$ cat src/jdcal_pkg.sv
// Shared constants and tables for the Julian day to calendar date pipeline.
package jdcal_pkg;

    // Register stages from input capture to output register
    localparam int JDC_STAGES = 10;

    // floor(n / 10) = (n * RECIP_TEN) >> 31, exact for n < 2^30
    localparam logic [27:0] RECIP_TEN      = 28'd214748365;
    localparam logic [3:0]  ROUND_TENTHS   = 4'd5;

    // Gregorian century correction: floor((4*jd + ALPHA_OFFSET) / DAYS_400Y)
    localparam logic [16:0] ALPHA_OFFSET   = 17'd128179;
    localparam logic [14:0] RECIP_400Y     = 15'd29398;      // floor(2^32 / 146097)
    localparam logic [17:0] DAYS_400Y      = 18'd146097;

    // Year estimate: floor((4*b - LEAP_BIAS) / DAYS_4Y)
    localparam logic [10:0] MARCH_BASE     = 11'd1486;
    localparam logic [9:0]  LEAP_BIAS      = 10'd489;
    localparam logic [21:0] RECIP_4Y       = 22'd2939744;    // floor(2^32 / 1461)
    localparam logic [10:0] DAYS_4Y        = 11'd1461;

    // Month estimate: floor(100*x / MONTH_SPAN_X100)
    localparam logic [19:0] RECIP_MONTH    = 20'd548000;     // 100 * floor(2^24 / 3061)
    localparam logic [11:0] MONTH_SPAN_X100 = 12'd3061;
    localparam logic [6:0]  HUNDRED        = 7'd100;

    // Year mapping
    localparam logic [16:0] YEAR_EPOCH     = 17'd4716;
    localparam logic [16:0] CENTURY_BASE   = 17'd1900;
    localparam logic [16:0] YEAR_SAT       = 17'd16383;

    // floor(3061 * e / 100): first day offset of month index e
    function automatic logic [8:0] month_start(input logic [3:0] e);
        logic [8:0] v;
        case (e)
            4'd0:    v = 9'd0;
            4'd1:    v = 9'd30;
            4'd2:    v = 9'd61;
            4'd3:    v = 9'd91;
            4'd4:    v = 9'd122;
            4'd5:    v = 9'd153;
            4'd6:    v = 9'd183;
            4'd7:    v = 9'd214;
            4'd8:    v = 9'd244;
            4'd9:    v = 9'd275;
            4'd10:   v = 9'd306;
            4'd11:   v = 9'd336;
            4'd12:   v = 9'd367;
            4'd13:   v = 9'd397;
            4'd14:   v = 9'd428;
            4'd15:   v = 9'd459;
            default: v = 9'd0;
        endcase
        return v;
    endfunction

endpackage

$ cat src/jdcal_pipe_ctrl.sv
// Valid tracking and stall control for the date conversion pipeline.
module jdcal_pipe_ctrl
    import jdcal_pkg::*;
#(
    parameter int Stages = JDC_STAGES
)
(
    input  logic clk,
    input  logic rst_n,
    input  logic item_valid,
    output logic item_stall,
    output logic date_valid,
    input  logic date_stall,
    output logic advance
);

    logic [Stages-1:0] valid_reg;
    logic [Stages-1:0] valid_next;

    // Freeze the whole pipe only while a finished beat waits at the output
    assign advance    = !valid_reg[Stages-1] || !date_stall;
    assign item_stall = !advance;
    assign date_valid = valid_reg[Stages-1];

    always_comb
    begin
        valid_next = {valid_reg[Stages-2:0], item_valid};
    end

    always_ff @(posedge clk or negedge rst_n)
    begin
        if (!rst_n)
        begin
            valid_reg <= '0;
        end
        else if (advance)
        begin
            valid_reg <= valid_next;
        end
    end

    a_accept_enters : assert property (@(posedge clk) disable iff (!rst_n)
        (item_valid && !item_stall) |=> valid_reg[0])
        else $error("accepted beat did not enter the first stage");

    a_hold_on_stall : assert property (@(posedge clk) disable iff (!rst_n)
        !advance |=> $stable(valid_reg))
        else $error("valid bits moved while the pipe was frozen");

    a_shift_on_advance : assert property (@(posedge clk) disable iff (!rst_n)
        advance |=> (valid_reg[Stages-1:1] == $past(valid_reg[Stages-2:0])))
        else $error("valid bits did not advance one stage");

    a_stall_only_when_full : assert property (@(posedge clk) disable iff (!rst_n)
        item_stall |-> (date_valid && date_stall))
        else $error("input stalled without a waiting output beat");

endmodule
$ cat config.mk
export PLATFORM = sky130hd
export DESIGN_NAME = jdcal_pipe_ctrl
export DESIGN_NICKNAME = d
export VERILOG_FILES = /design/src/jdcal_pkg.sv /design/src/jdcal_pipe_ctrl.sv
export SDC_FILE = /design/constraint.sdc
export NUM_CORES = 1
export LEC_CHECK = 0
export ABC_AREA = 1
export CORE_AREA = 2 2 39 41
export CTS_BUF_LIST = sky130_fd_sc_hd__clkbuf_4 sky130_fd_sc_hd__clkbuf_8
export CTS_CLUSTER_DIAMETER = 30
export DETAILED_ROUTE_END_ITERATION = 10
export DIE_AREA = 0 0 41 43
export DONT_BUFFER_PORTS = 1
export GPL_ROUTABILITY_DRIVEN = 0
export GPL_TIMING_DRIVEN = 0
export SLEW_MARGIN = 30
export SYNTH_ARGS = -nofsm -noshare
export SYNTH_HDL_FRONTEND = slang
export SYNTH_SLANG_ARGS = --single-unit
$ cat constraint.sdc
create_clock -name clk -period 1.8 [get_ports clk]
set_input_delay 0.18 -clock clk [delete_from_list [all_inputs] [get_ports clk]]
set_output_delay 0.18 -clock clk [all_outputs]
set_load 0.05 [all_outputs]
==> impl_results.md, run 1 <==
- Max-cap viol count: 0
- Crit-path max cell delay: 0.52 ns
- Antenna violations before repair: 0
- Status: finished clean
- Num CTS Buffers: 3
- Number of buffers added on ports: 0
- Routed wire per std cell: 11.0 um
- CP arrival: 1.53 ns
- Seq cells post-synth: 10
- Antenna diode count: 0
- Clk buf depth: 2
- Critical Path Sink Type: primary output
- Setup ws final: 0.0903 ns
- Synth warn: 0
- Total Power: 0.846 mW
- Post-DRT Antenna Nets: 0
- Core footprint: 1380 um2
- Seq/Total Area, Yosys: 0.597
- Chip Width: 41 um
- Max reg flops: 10
- Hpwl dp: 474 um
- Setup TNS: 0 ns
- Slew HR: 0.695
- CTS tree: yes
- RSZ-0062 raised after global routing: false
- Worst vdd ir: 0.442 mV
- Critical path cell sequence: buf_6, nand2_4, buf_6, clkinvlp_4
- Part of the power in combinational logic: 0.325
- Mapped Nets: 48
- HP Class: in2reg
- Drt total wl: 706 um
- Internal Pwr Total: 0.503 mW
- Final setup fails: 0
- P per Cell Area: 1770 nW/um2
- Worst-path fanout max: 10
- Syn Area/Cell: 9.53 um2
- Sequential power share: 0.500
- Dpl ws: 0.202 ns
- Vias/cell: 4.70
- Cell leakage power: 0.250 nW
- Setup Crit Path Kind: reg2out
- Largest net degree at the start of global routing: 11
- Max Fclk: 585 MHz
- Share of cells above drive strength 1: 0.188
- Period minus WS final: 1.71 ns
- CP Launch Type: flip-flop
- Post-synth design cell area: 419 um2
- Dpl cells: 60
- Final Hold Fails: 0
- Root Buffer: clkbuf_4
- Delay-heaviest family, CP: buffers and inverters
- Clock group share of total power: 0.176
- CP bufs+invs: 3
- Part of the cycle the worst path needs: 0.950
- GRT Residual Overflow: 0
- Fin nets: 54
- Worst path most repeated cell: buf_6
- CTS sink cnt: 10
- Non-filler cells in the finished layout: 64
- Vias in the first global route: 272
- DRC viols: 0
- Hold_ws: 0.0285 ns
- Initial Util: 0.303
- Total GRT Usage: 0.103
- H-tree depth: 1
- Vias post-DR: 301
- Critical-path top delay cell: dfrtp_2
- Layout area overhead: 13.7%
- First-pass GRT wire length: 1.15 mm
- Final slew viol count: 0
- Switching share of total power: 0.405
- Pre-Repair DR Iteration Count: 4
- Clock-pin slew on the worst setup and hold paths: 0.06 ns
- # fillers: 149
- DIE HEIGHT: 43 um
- WP data required: 1.62 ns
- Worst skew pair latency: 0.26 ns
- Std-Cell Rows: 14
- # Post-CTS Setup Buffers: 0
- Die Area: 1760 um2
- Mapped Cells: 44
- Slew @ Worst Pin: 0.456 ns
- Clock skew: 0.00288 ns
- IO Pins: 7
- Post-synthesis cell type count: 6
- Net Sw Power: 0.342 mW
- Initial DRC count: 3
## path summary, 6_finish.rpt
kind	start	end	slack, ns	cells after the start
max	valid_reg[9]$_DFFE_PN0P_	item_stall	0.09	4
min reg2reg	valid_reg[8]$_DFFE_PN0P_	valid_reg[9]$_DFFE_PN0P_	0.46	2
max in group asynchronous	rst_n	valid_reg[9]$_DFFE_PN0P_	1.16	1
min	item_valid	valid_reg[0]$_DFFE_PN0P_	0.03	2
max reg2reg	valid_reg[9]$_DFFE_PN0P_	valid_reg[1]$_DFFE_PN0P_	0.61	5
min in group asynchronous	rst_n	valid_reg[7]$_DFFE_PN0P_	0.30	1
## power by group through the flow
stage                     clock network, mW  logic (mW)  registers (mW)
after floorplan                           0       0.232           0.414
after global placement                    0       0.264           0.422
after detailed placement                  0       0.270           0.423
after CTS                             0.155       0.276           0.422
after global routing                  0.168       0.314           0.437
final                                 0.149       0.274           0.423
## layout make-up
cell class                      count  area [um2]  area share
Timing Repair Buffer                1        10.0      0.0210
Tap cell                           16        20.0      0.0420
Sequential cell                    10         251       0.528
Inverter                            2        11.3      0.0236
Clock buffer                        3        22.5      0.0472
Multi-Input combinational cell     29         128       0.268
Buffer                              3        33.8      0.0709
## per-layer routing
| layer | track usage | share of wire | vias up | wire length, um |
|---|---|---|---|---|
| li1 | - | - | 147 | - |
| met5 | 0 | 0 | - | 0 |
| met3 | 0.0209 | 0.034 | 0 | 24 |
| met1 | 0.120 | 0.47 | 149 | 330 |
| met2 | 0.134 | 0.50 | 5 | 351 |
| met4 | 0.120 | 0 | 0 | 0 |
## cell usage after synthesis
library cell	instances	share of area
nand2_1	19	0.17
inv_1	2	0.018
nand2_4	1	0.027
buf_6	3	0.081
dfrtp_1	10	0.60
nand3_1	9	0.11
## through the flow
stage               area [um2]   util
floorplan                  419      -
global placement           439  0.317
detailed placement         439  0.317
CTS                        473  0.342
global route               477  0.344
finish                     477  0.344
## cells by family (layout without fill, tap and decap cells)
family / count (synthesis) / count (layout) / synth area share
flops: 10 / 10 / 0.597
buf+inv: 5 / 9 / 0.0985
simple gates: 29 / 29 / 0.304
## cells in the final DEF (no fill, tap or decap)
cell type      Yosys  routed
nand2_4            1       1
dlygate4sd3_1      0       1
dfrtp_1           10       9
dfrtp_2            0       1
nand2_1           19      19
inv_1              2       1
clkinvlp_4         0       1
clkbuf_4           0       3
nand3_1            9       9
buf_6              3       3
## repair_timing
item | CTS | global route
hold buffers | 1 | 0
gates resized for setup | 1 | 1
endpoints found under the hold margin | 10 | 0
endpoints found under the setup margin | 1 | 1
No activity file was read; power rests on OpenSTA's default activity.
==> run 2: changes to the inputs <==
Settings changed: ABC_AREA 1 to not set.
==> run 2 against run 1 <==
  * Utilization is 1.3 points lower
  * Critical path depth is 1 lower
  * Worst setup slack better by 0.073 ns
  * Non-clock buffer count is 2 lower
  * Synthesized cell count is 48% lower
  * Sequential share of layout area is 2.0 points higher
  * Routed wire length is 18% lower
  * Maximum frequency is 4.4% higher
  * Final cell count is 33% lower
  * Synthesized area is 3.3% lower
  * Count of clock-buffer cells in the layout stayed put
  * Sequential cell count stayed put
  * Critical path type unchanged
  * Critical endpoint unchanged
  * Highest routed layer is now met4
==> impl_results.md, run 2 <==
- Main combinational cell family by area after synthesis: multiplexers
- Setup Crit Path Kind: reg2out
- Max Fclk: 611 MHz (+4.4%)
- Hold_sp: item_valid
- Post-synth EDFFs: 0 (unchanged)
- CTS sink cnt: 10 (unchanged)
- CP Launch Type: flip-flop
- Area after DPL: 425 um2 (-3.1%)
- CP arrival: 1.46 ns (-0.07 ns)
- Net Sw Power: 0.292 mW (-15%)
- Worst vdd ir: 0.691 mV (+57%)
- Max reg flops: 10 (unchanged)
- Clock group share of total power: 0.167 (-0.009)
- Drt total wl: 580 um (-18%)
- Synth Area in Adders: 0 (unchanged)
- Post-DRT Antenna Nets: 0 (unchanged)
- Root Buffer: clkbuf_4
- First-pass GRT wire length: 1.04 mm (-9.6%)
- Clock skew: 0.00294 ns (+0.0000632 ns)
- Syn Area/Cell: 17.6 um2 (+85%)
- Vias post-DR: 196 (-35%)
- Top-area cell type share of the netlist area: 0.617 (+0.0203)
- Cell leakage power: 0.221 nW (-12%)
- Vias in the first global route: 235 (-14%)
- Status: finished clean
- Std-Cell Rows: 14 (unchanged)
- IO Pins: 7 (unchanged)
- WHS Path Cells: 1 (-1)
- Commonest cells post-synth: 10 x dfrtp_1, 7 x mux2_4, 2 x mux2_2
- Chip Width: 41 um (unchanged)
- Reg-to-Reg Start: valid_reg[9]$_DFFE_PN0P_
- Die Area: 1760 um2 (unchanged)
- Critical Path Sink Type: primary output
- RSZ-0062 raised after global routing: false
- Max-cap viol count: 0 (unchanged)
- Period minus WS final: 1.64 ns (-0.0725 ns)
- End of the worst register-to-register path: valid_reg[8]$_DFFE_PN0P_
- P per Cell Area: 1910 nW/um2 (+7.8%)
- Seq/Total Area, Yosys: 0.617 (+0.0203)
- Clock-pin slew on the worst setup and hold paths: 0.06 ns (about the same)
- GRT Residual Overflow: 0 (unchanged)
- Fin nets: 33 (-39%)
- Antenna diode count: 0 (unchanged)
- Worst hold path endpoint: valid_reg[0]$_DFFE_PN0P_
- Number of buffers added on ports: 0 (unchanged)
- Slew @ Worst Pin: 0.437 ns (-0.0188 ns)
- Initial DRC count: 1 (-2)
- Layout area overhead: 13.3%
- Pre-Repair DR Iteration Count: 2 (-2)
- DIE HEIGHT: 43 um (unchanged)
- Most common cell after layout, fill and taps aside: dfrtp_1
- H-tree depth: 1 (unchanged)
- Hpwl dp: 418 um (-12%)
- Antenna violations before repair: 0 (unchanged)
- Sequential power share: 0.500 (about the same)
- Worst skew pair latency: 0.26 ns (about the same)
- Vias/cell: 4.56 (-3.1%)
- R2r worst-path depth: 3 (-2)
- Ys async rst share: 1.00 (unchanged)
- Area share of xor/xnor cells in the synthesized design: 0 (unchanged)
- Clk buf depth: 2 (unchanged)
- Share of cells above drive strength 1: 0.556 (+0.368)
- Largest cells by area after synthesis: dfrtp_1 62%, mux2_4 26%, mux2_2 5.6%, buf_6 2.8%, nand2_2 1.5%
- Slew HR: 0.707 (+0.0126)
- Switching share of total power: 0.332 (-0.0725)
- Final setup fails: 0 (unchanged)
- Part of the cycle the worst path needs: 0.910 (-0.0403)
- DRC viols: 0 (unchanged)
- Area leader, netlist: dfrtp_1
- Final slew viol count: 0 (unchanged)
- Mapped Cells: 23 (-48%)
- Part of the power in combinational logic: 0.333 (+0.008)
- Top-count cell post-synth: dfrtp_1
- Synth warn: 0 (unchanged)
- Post-synth design cell area: 405 um2 (-3.3%)
- Reg-to-reg slack, setup: 0.46 ns (-0.15 ns)
- WP data required: 1.62 ns (about the same)
- Mapped Nets: 27 (-44%)
- Final Hold Fails: 0 (unchanged)
- Initial Util: 0.293 (-0.00995)
- Seq cells post-synth: 10 (unchanged)
- Mux contribution to synthesized area: 0.315 (+0.315)
- Routed wire per std cell: 13.5 um (+22%)
- # Post-CTS Setup Buffers: 0 (unchanged)
- Complex-gate fraction of the synthesized area: 0 (unchanged)
- Core footprint: 1380 um2 (unchanged)
- Most frequent cells in the layout: 9 x dfrtp_1, 7 x mux2_4, 3 x clkbuf_4, 2 x mux2_2
- Worst-path fanout max: 10 (unchanged)
- Simple-gate portion of the synthesized area: 0.0309 (-0.274)
- Post-synthesis cell type count: 7 (+1)
- CTS tree: yes
- Setup TNS: 0 ns (unchanged)
- HP Class: in2reg
- Total GRT Usage: 0.0995 (-0.00315)
- Num CTS Buffers: 3 (unchanged)
- Top_reg_cell synth: dfrtp_1
- Largest net degree at the start of global routing: 11 (unchanged)
- Internal Pwr Total: 0.586 mW (+16%)
- Final Instance Area: 459 um2 (-3.7%)
==> run 2: cell count changes in the layout (fill, tap and decap cells not counted), sizes merged <==
| cell | delta |
|---|---|
| buf | -2 |
| nand3 | -9 |
| nand2b | +1 |
| mux2 | +9 |
| nand2 | -19 |
| clkinvlp | -1 |
==> run 2: worst max-delay path: stages, from the launching register on <==
cell	delay, ns
dfrtp_2	0.52
nand2_2	0.13
buf_6	0.20
inv_1	0.34
==> run 2: per-stage QoR <==
stage	std cells	setup slack [ns]	utilization	hold WS (ns)	total power, mW
after CTS	43	0.147	0.332	0.0545	0.889
final	43	0.163	0.332	0.0651	0.878
after detailed placement	39	0.284	0.307	-0.115	0.727
after global placement	39	0.292	0.307	-0.115	0.704
after floorplan	23	0.337	-	-0.116	0.681
after global routing	43	0.0995	0.332	0.0410	0.932
==> run 2: power groups by stage <==
stage	Combinational (mW)	Clock (mW)	Sequential [mW]
after floorplan	0.264	0	0.417
after global placement	0.275	0	0.428
after detailed placement	0.288	0	0.439
after CTS	0.296	0.153	0.439
after global routing	0.311	0.169	0.452
final	0.292	0.146	0.439
==> run 2: per-layer routing <==
metal	share of wire	track usage
met1	0.43	0.107
met2	0.45	0.122
met3	0.093	0.0942
met4	0.028	0.0600
met5	0	0
==> run 2: layout make-up <==
type / count / area, um2
plain buffers: 1 / 11.3
flip-flops and latches: 10 / 251
well taps: 16 / 20.0
inverters: 1 / 3.75
repair buffers: 1 / 10.0
fillers: 134 / 925
multi-input cells: 11 / 140
clock buffers: 3 / 22.5
==> run 2: how the worst max path moves through the flow <==
| stage | startpoint | to | cells after the start |
|---|---|---|---|
| finish | valid_reg[9]$_DFFE_PN0P_ | item_stall | 3 |
| global route | valid_reg[9]$_DFFE_PN0P_ | item_stall | 3 |
| CTS | valid_reg[9]$_DFFE_PN0P_ | item_stall | 3 |
| detailed placement | valid_reg[9]$_DFFE_PN0P_ | item_stall | 3 |
| global placement | valid_reg[9]$_DFFE_PN0P_ | item_stall | 3 |
| floorplan | valid_reg[9]$_DFFE_PN0P_ | item_stall | 3 |
==> run 2: what timing repair did <==
item / CTS / global route
hold buffers: 1 / 0
setup endpoints to repair: 1 / 0
gates resized for setup: 1 / 0
hold endpoints to repair: 10 / 0
==> run 2: cells by family (layout without fill, tap and decap cells) <==
logic type / count (synthesis) / count (layout)
simple gates: 2 / 2
buf+inv: 2 / 6
mux: 9 / 9
flops: 10 / 10
==> run 3: changes to the inputs <==
Settings changed: PLACE_DENSITY set to 0.54.
==> run 3 against run 2 <==
  * Total power decreased by 1.5%
  * Register-to-register slack about the same
  * Final cell count unchanged
  * Worst setup slack improved by 0.010 ns
  * Routed wire length decreased by 11%
  * Sequential share of layout area unchanged
  * Count of clock-buffer cells in the layout unchanged
  * Utilization unchanged
  * Non-clock buffer count unchanged
  * Critical path type unchanged
  * Largest power group unchanged
==> impl_results.md, run 3 (synthesis results as in run 2) <==
- Status: finished clean
- Largest net degree at the start of global routing: 11 (unchanged)
- Setup TNS: 0 ns (unchanged)
- Antenna violations before repair: 0 (unchanged)
- Std-Cell Rows: 14 (unchanged)
- Most common cell after layout, fill and taps aside: dfrtp_1
- Critical Path Sink Type: primary output
- Final slew viol count: 0 (unchanged)
- Layout area overhead: 13.3% (unchanged)
- Final setup fails: 0 (unchanged)
- IO Pins: 7 (unchanged)
- Clock group share of total power: 0.166 (about the same)
- WP data required: 1.62 ns (about the same)
- Worst skew pair latency: 0.25 ns (about the same)
- Die Area: 1760 um2 (unchanged)
- Hpwl dp: 359 um (-14%)
- Part of the cycle the worst path needs: 0.904 (-0.00571)
- GRT Residual Overflow: 0 (unchanged)
- Max Fclk: 615 MHz (+0.63%)
- DRC viols: 0 (unchanged)
- Worst-path fanout max: 10 (unchanged)
- DIE HEIGHT: 43 um (unchanged)
- CTS sink cnt: 10 (unchanged)
- Initial DRC count: 0 (-1)
- Num CTS Buffers: 3 (unchanged)
- Vias in the first global route: 209 (-11%)
- Clk buf depth: 2 (unchanged)
- CP Launch Type: flip-flop
- Internal Pwr Total: 0.585 mW (about the same)
- Met2 routed WL: 210 um (-20%)
- Critical-path top delay cell: dfrtp_2
- Slew @ Worst Pin: 0.438 ns (+0.000930 ns)
- Metal3 WL: 43 um (-20%)
- P per Cell Area: 1880 nW/um2 (-1.5%)
- Crit-path max cell delay: 0.53 ns (about the same)
- Drt total wl: 519 um (-11%)
- Sequential power share: 0.503 (+0.003)
- Clock-pin slew on the worst setup and hold paths: 0.06 ns (about the same)
- RSZ-0062 raised after global routing: false
- Part of the power in combinational logic: 0.332 (about the same)
- Number of buffers added on ports: 0 (unchanged)
- First-pass GRT wire length: 883 um (-15%)
- H-tree depth: 1 (unchanged)
- CTS tree: yes
- CP arrival: 1.45 ns (about the same)
- Switching share of total power: 0.323 (-0.00967)
- Worst vdd ir: 0.543 mV (-22%)
- Net Sw Power: 0.279 mW (-4.4%)
- Max reg flops: 10 (unchanged)
- Critical path cell sequence: nand2_2, buf_6, inv_1
- Root Buffer: clkbuf_4
- Vias post-DR: 179 (-8.7%)
- Pre-Repair DR Iteration Count: 1 (-1)
- HP Class: in2reg
- Period minus WS final: 1.63 ns (-0.0103 ns)
- Share of cells above drive strength 1: 0.556 (unchanged)
- Total Power: 0.865 mW (-1.5%)
- Initial Util: 0.293 (unchanged)
- Setup Crit Path Kind: reg2out
- Core footprint: 1380 um2 (unchanged)
- Cell leakage power: 0.221 nW (unchanged)
- Antenna diode count: 0 (unchanged)
- Setup ws final: 0.173 ns (+0.0103 ns)
- Dpl ws: 0.287 ns (+0.00346 ns)
- WL met1: 265 um (+7.3%)
- WHS Path Cells: 1 (unchanged)
- Max-cap viol count: 0 (unchanged)
- Total GRT Usage: 0.0826 (-0.0169)
- Final Hold Fails: 0 (unchanged)
- # Post-CTS Setup Buffers: 0 (unchanged)
- Fin nets: 33 (unchanged)
- Post-DRT Antenna Nets: 0 (unchanged)
- Max layer used: met3
- R2r worst-path depth: 3 (unchanged)
- Routed wire per std cell: 12.1 um (-11%)
- Chip Width: 41 um (unchanged)
- Clock skew: 0.000742 ns (-0.00220 ns)
- Vias/cell: 4.16 (-8.7%)
- Slew HR: 0.707 (about the same)
- Most frequent cells in the layout: 9 x dfrtp_1, 7 x mux2_4, 3 x clkbuf_4, 2 x mux2_2
- Final core utilization: 0.332 (unchanged)
run 3: area by class of cell:
type / instances / area, um2
repair buffers: 1 / 10.0
inverters: 1 / 3.75
fillers: 138 / 925
clock buffers: 3 / 22.5
multi-input cells: 11 / 140
flip-flops and latches: 10 / 251
plain buffers: 1 / 11.3
well taps: 16 / 20.0
run 3: power by group through the flow:
stage	Combinational [mW]	Sequential (mW)	Clock, mW
floorplan	0.264	0.417	0
finish	0.287	0.435	0.143
global placement	0.278	0.432	0
CTS	0.290	0.434	0.155
detailed placement	0.281	0.435	0
global route	0.308	0.447	0.162
run 3: metal layers:
metal,GRT usage,up-vias
li1,-,85
met1,0.105,87
met2,0.0875,7
met3,0.0524,0
met4,0.0800,0
met5,0,-
run 3: critical path: cells and delay by family, from the launching register on:
family | cells | cell delay (ns)
buffers and inverters | 2 | 0.54
and+or+nand+nor | 1 | 0.13
DFF | 1 | 0.53
run 3: path summary, 6_finish.rpt:
kind / from / end / slack, ns
setup / recovery: valid_reg[9]$_DFFE_PN0P_ / item_stall / 0.17
hold / removal: item_valid / valid_reg[0]$_DFFE_PN0P_ / 0.07
setup reg to reg: valid_reg[9]$_DFFE_PN0P_ / valid_reg[7]$_DFFE_PN0P_ / 0.47
hold reg to reg: valid_reg[8]$_DFFE_PN0P_ / valid_reg[9]$_DFFE_PN0P_ / 0.47
max in group asynchronous: rst_n / valid_reg[9]$_DFFE_PN0P_ / 1.17
min in group asynchronous: rst_n / valid_reg[3]$_DFFE_PN0P_ / 0.30
run 3: what timing repair did:
action | CTS | global route
hold endpoints to repair | 10 | 0
hold buffers | 1 | 0
endpoints found under the setup margin | 1 | 0
gates resized for setup | 1 | 0
run 3: through the flow:
stage	instance area, um2	instances	hold slack [ns]
2_1_floorplan	405	23	-0.116
3_3_place_gp	425	39	-0.115
3_5_place_dp	425	39	-0.115
4_1_cts	459	43	0.0495
5_1_grt	459	43	0.0563
6_report	459	43	0.0677
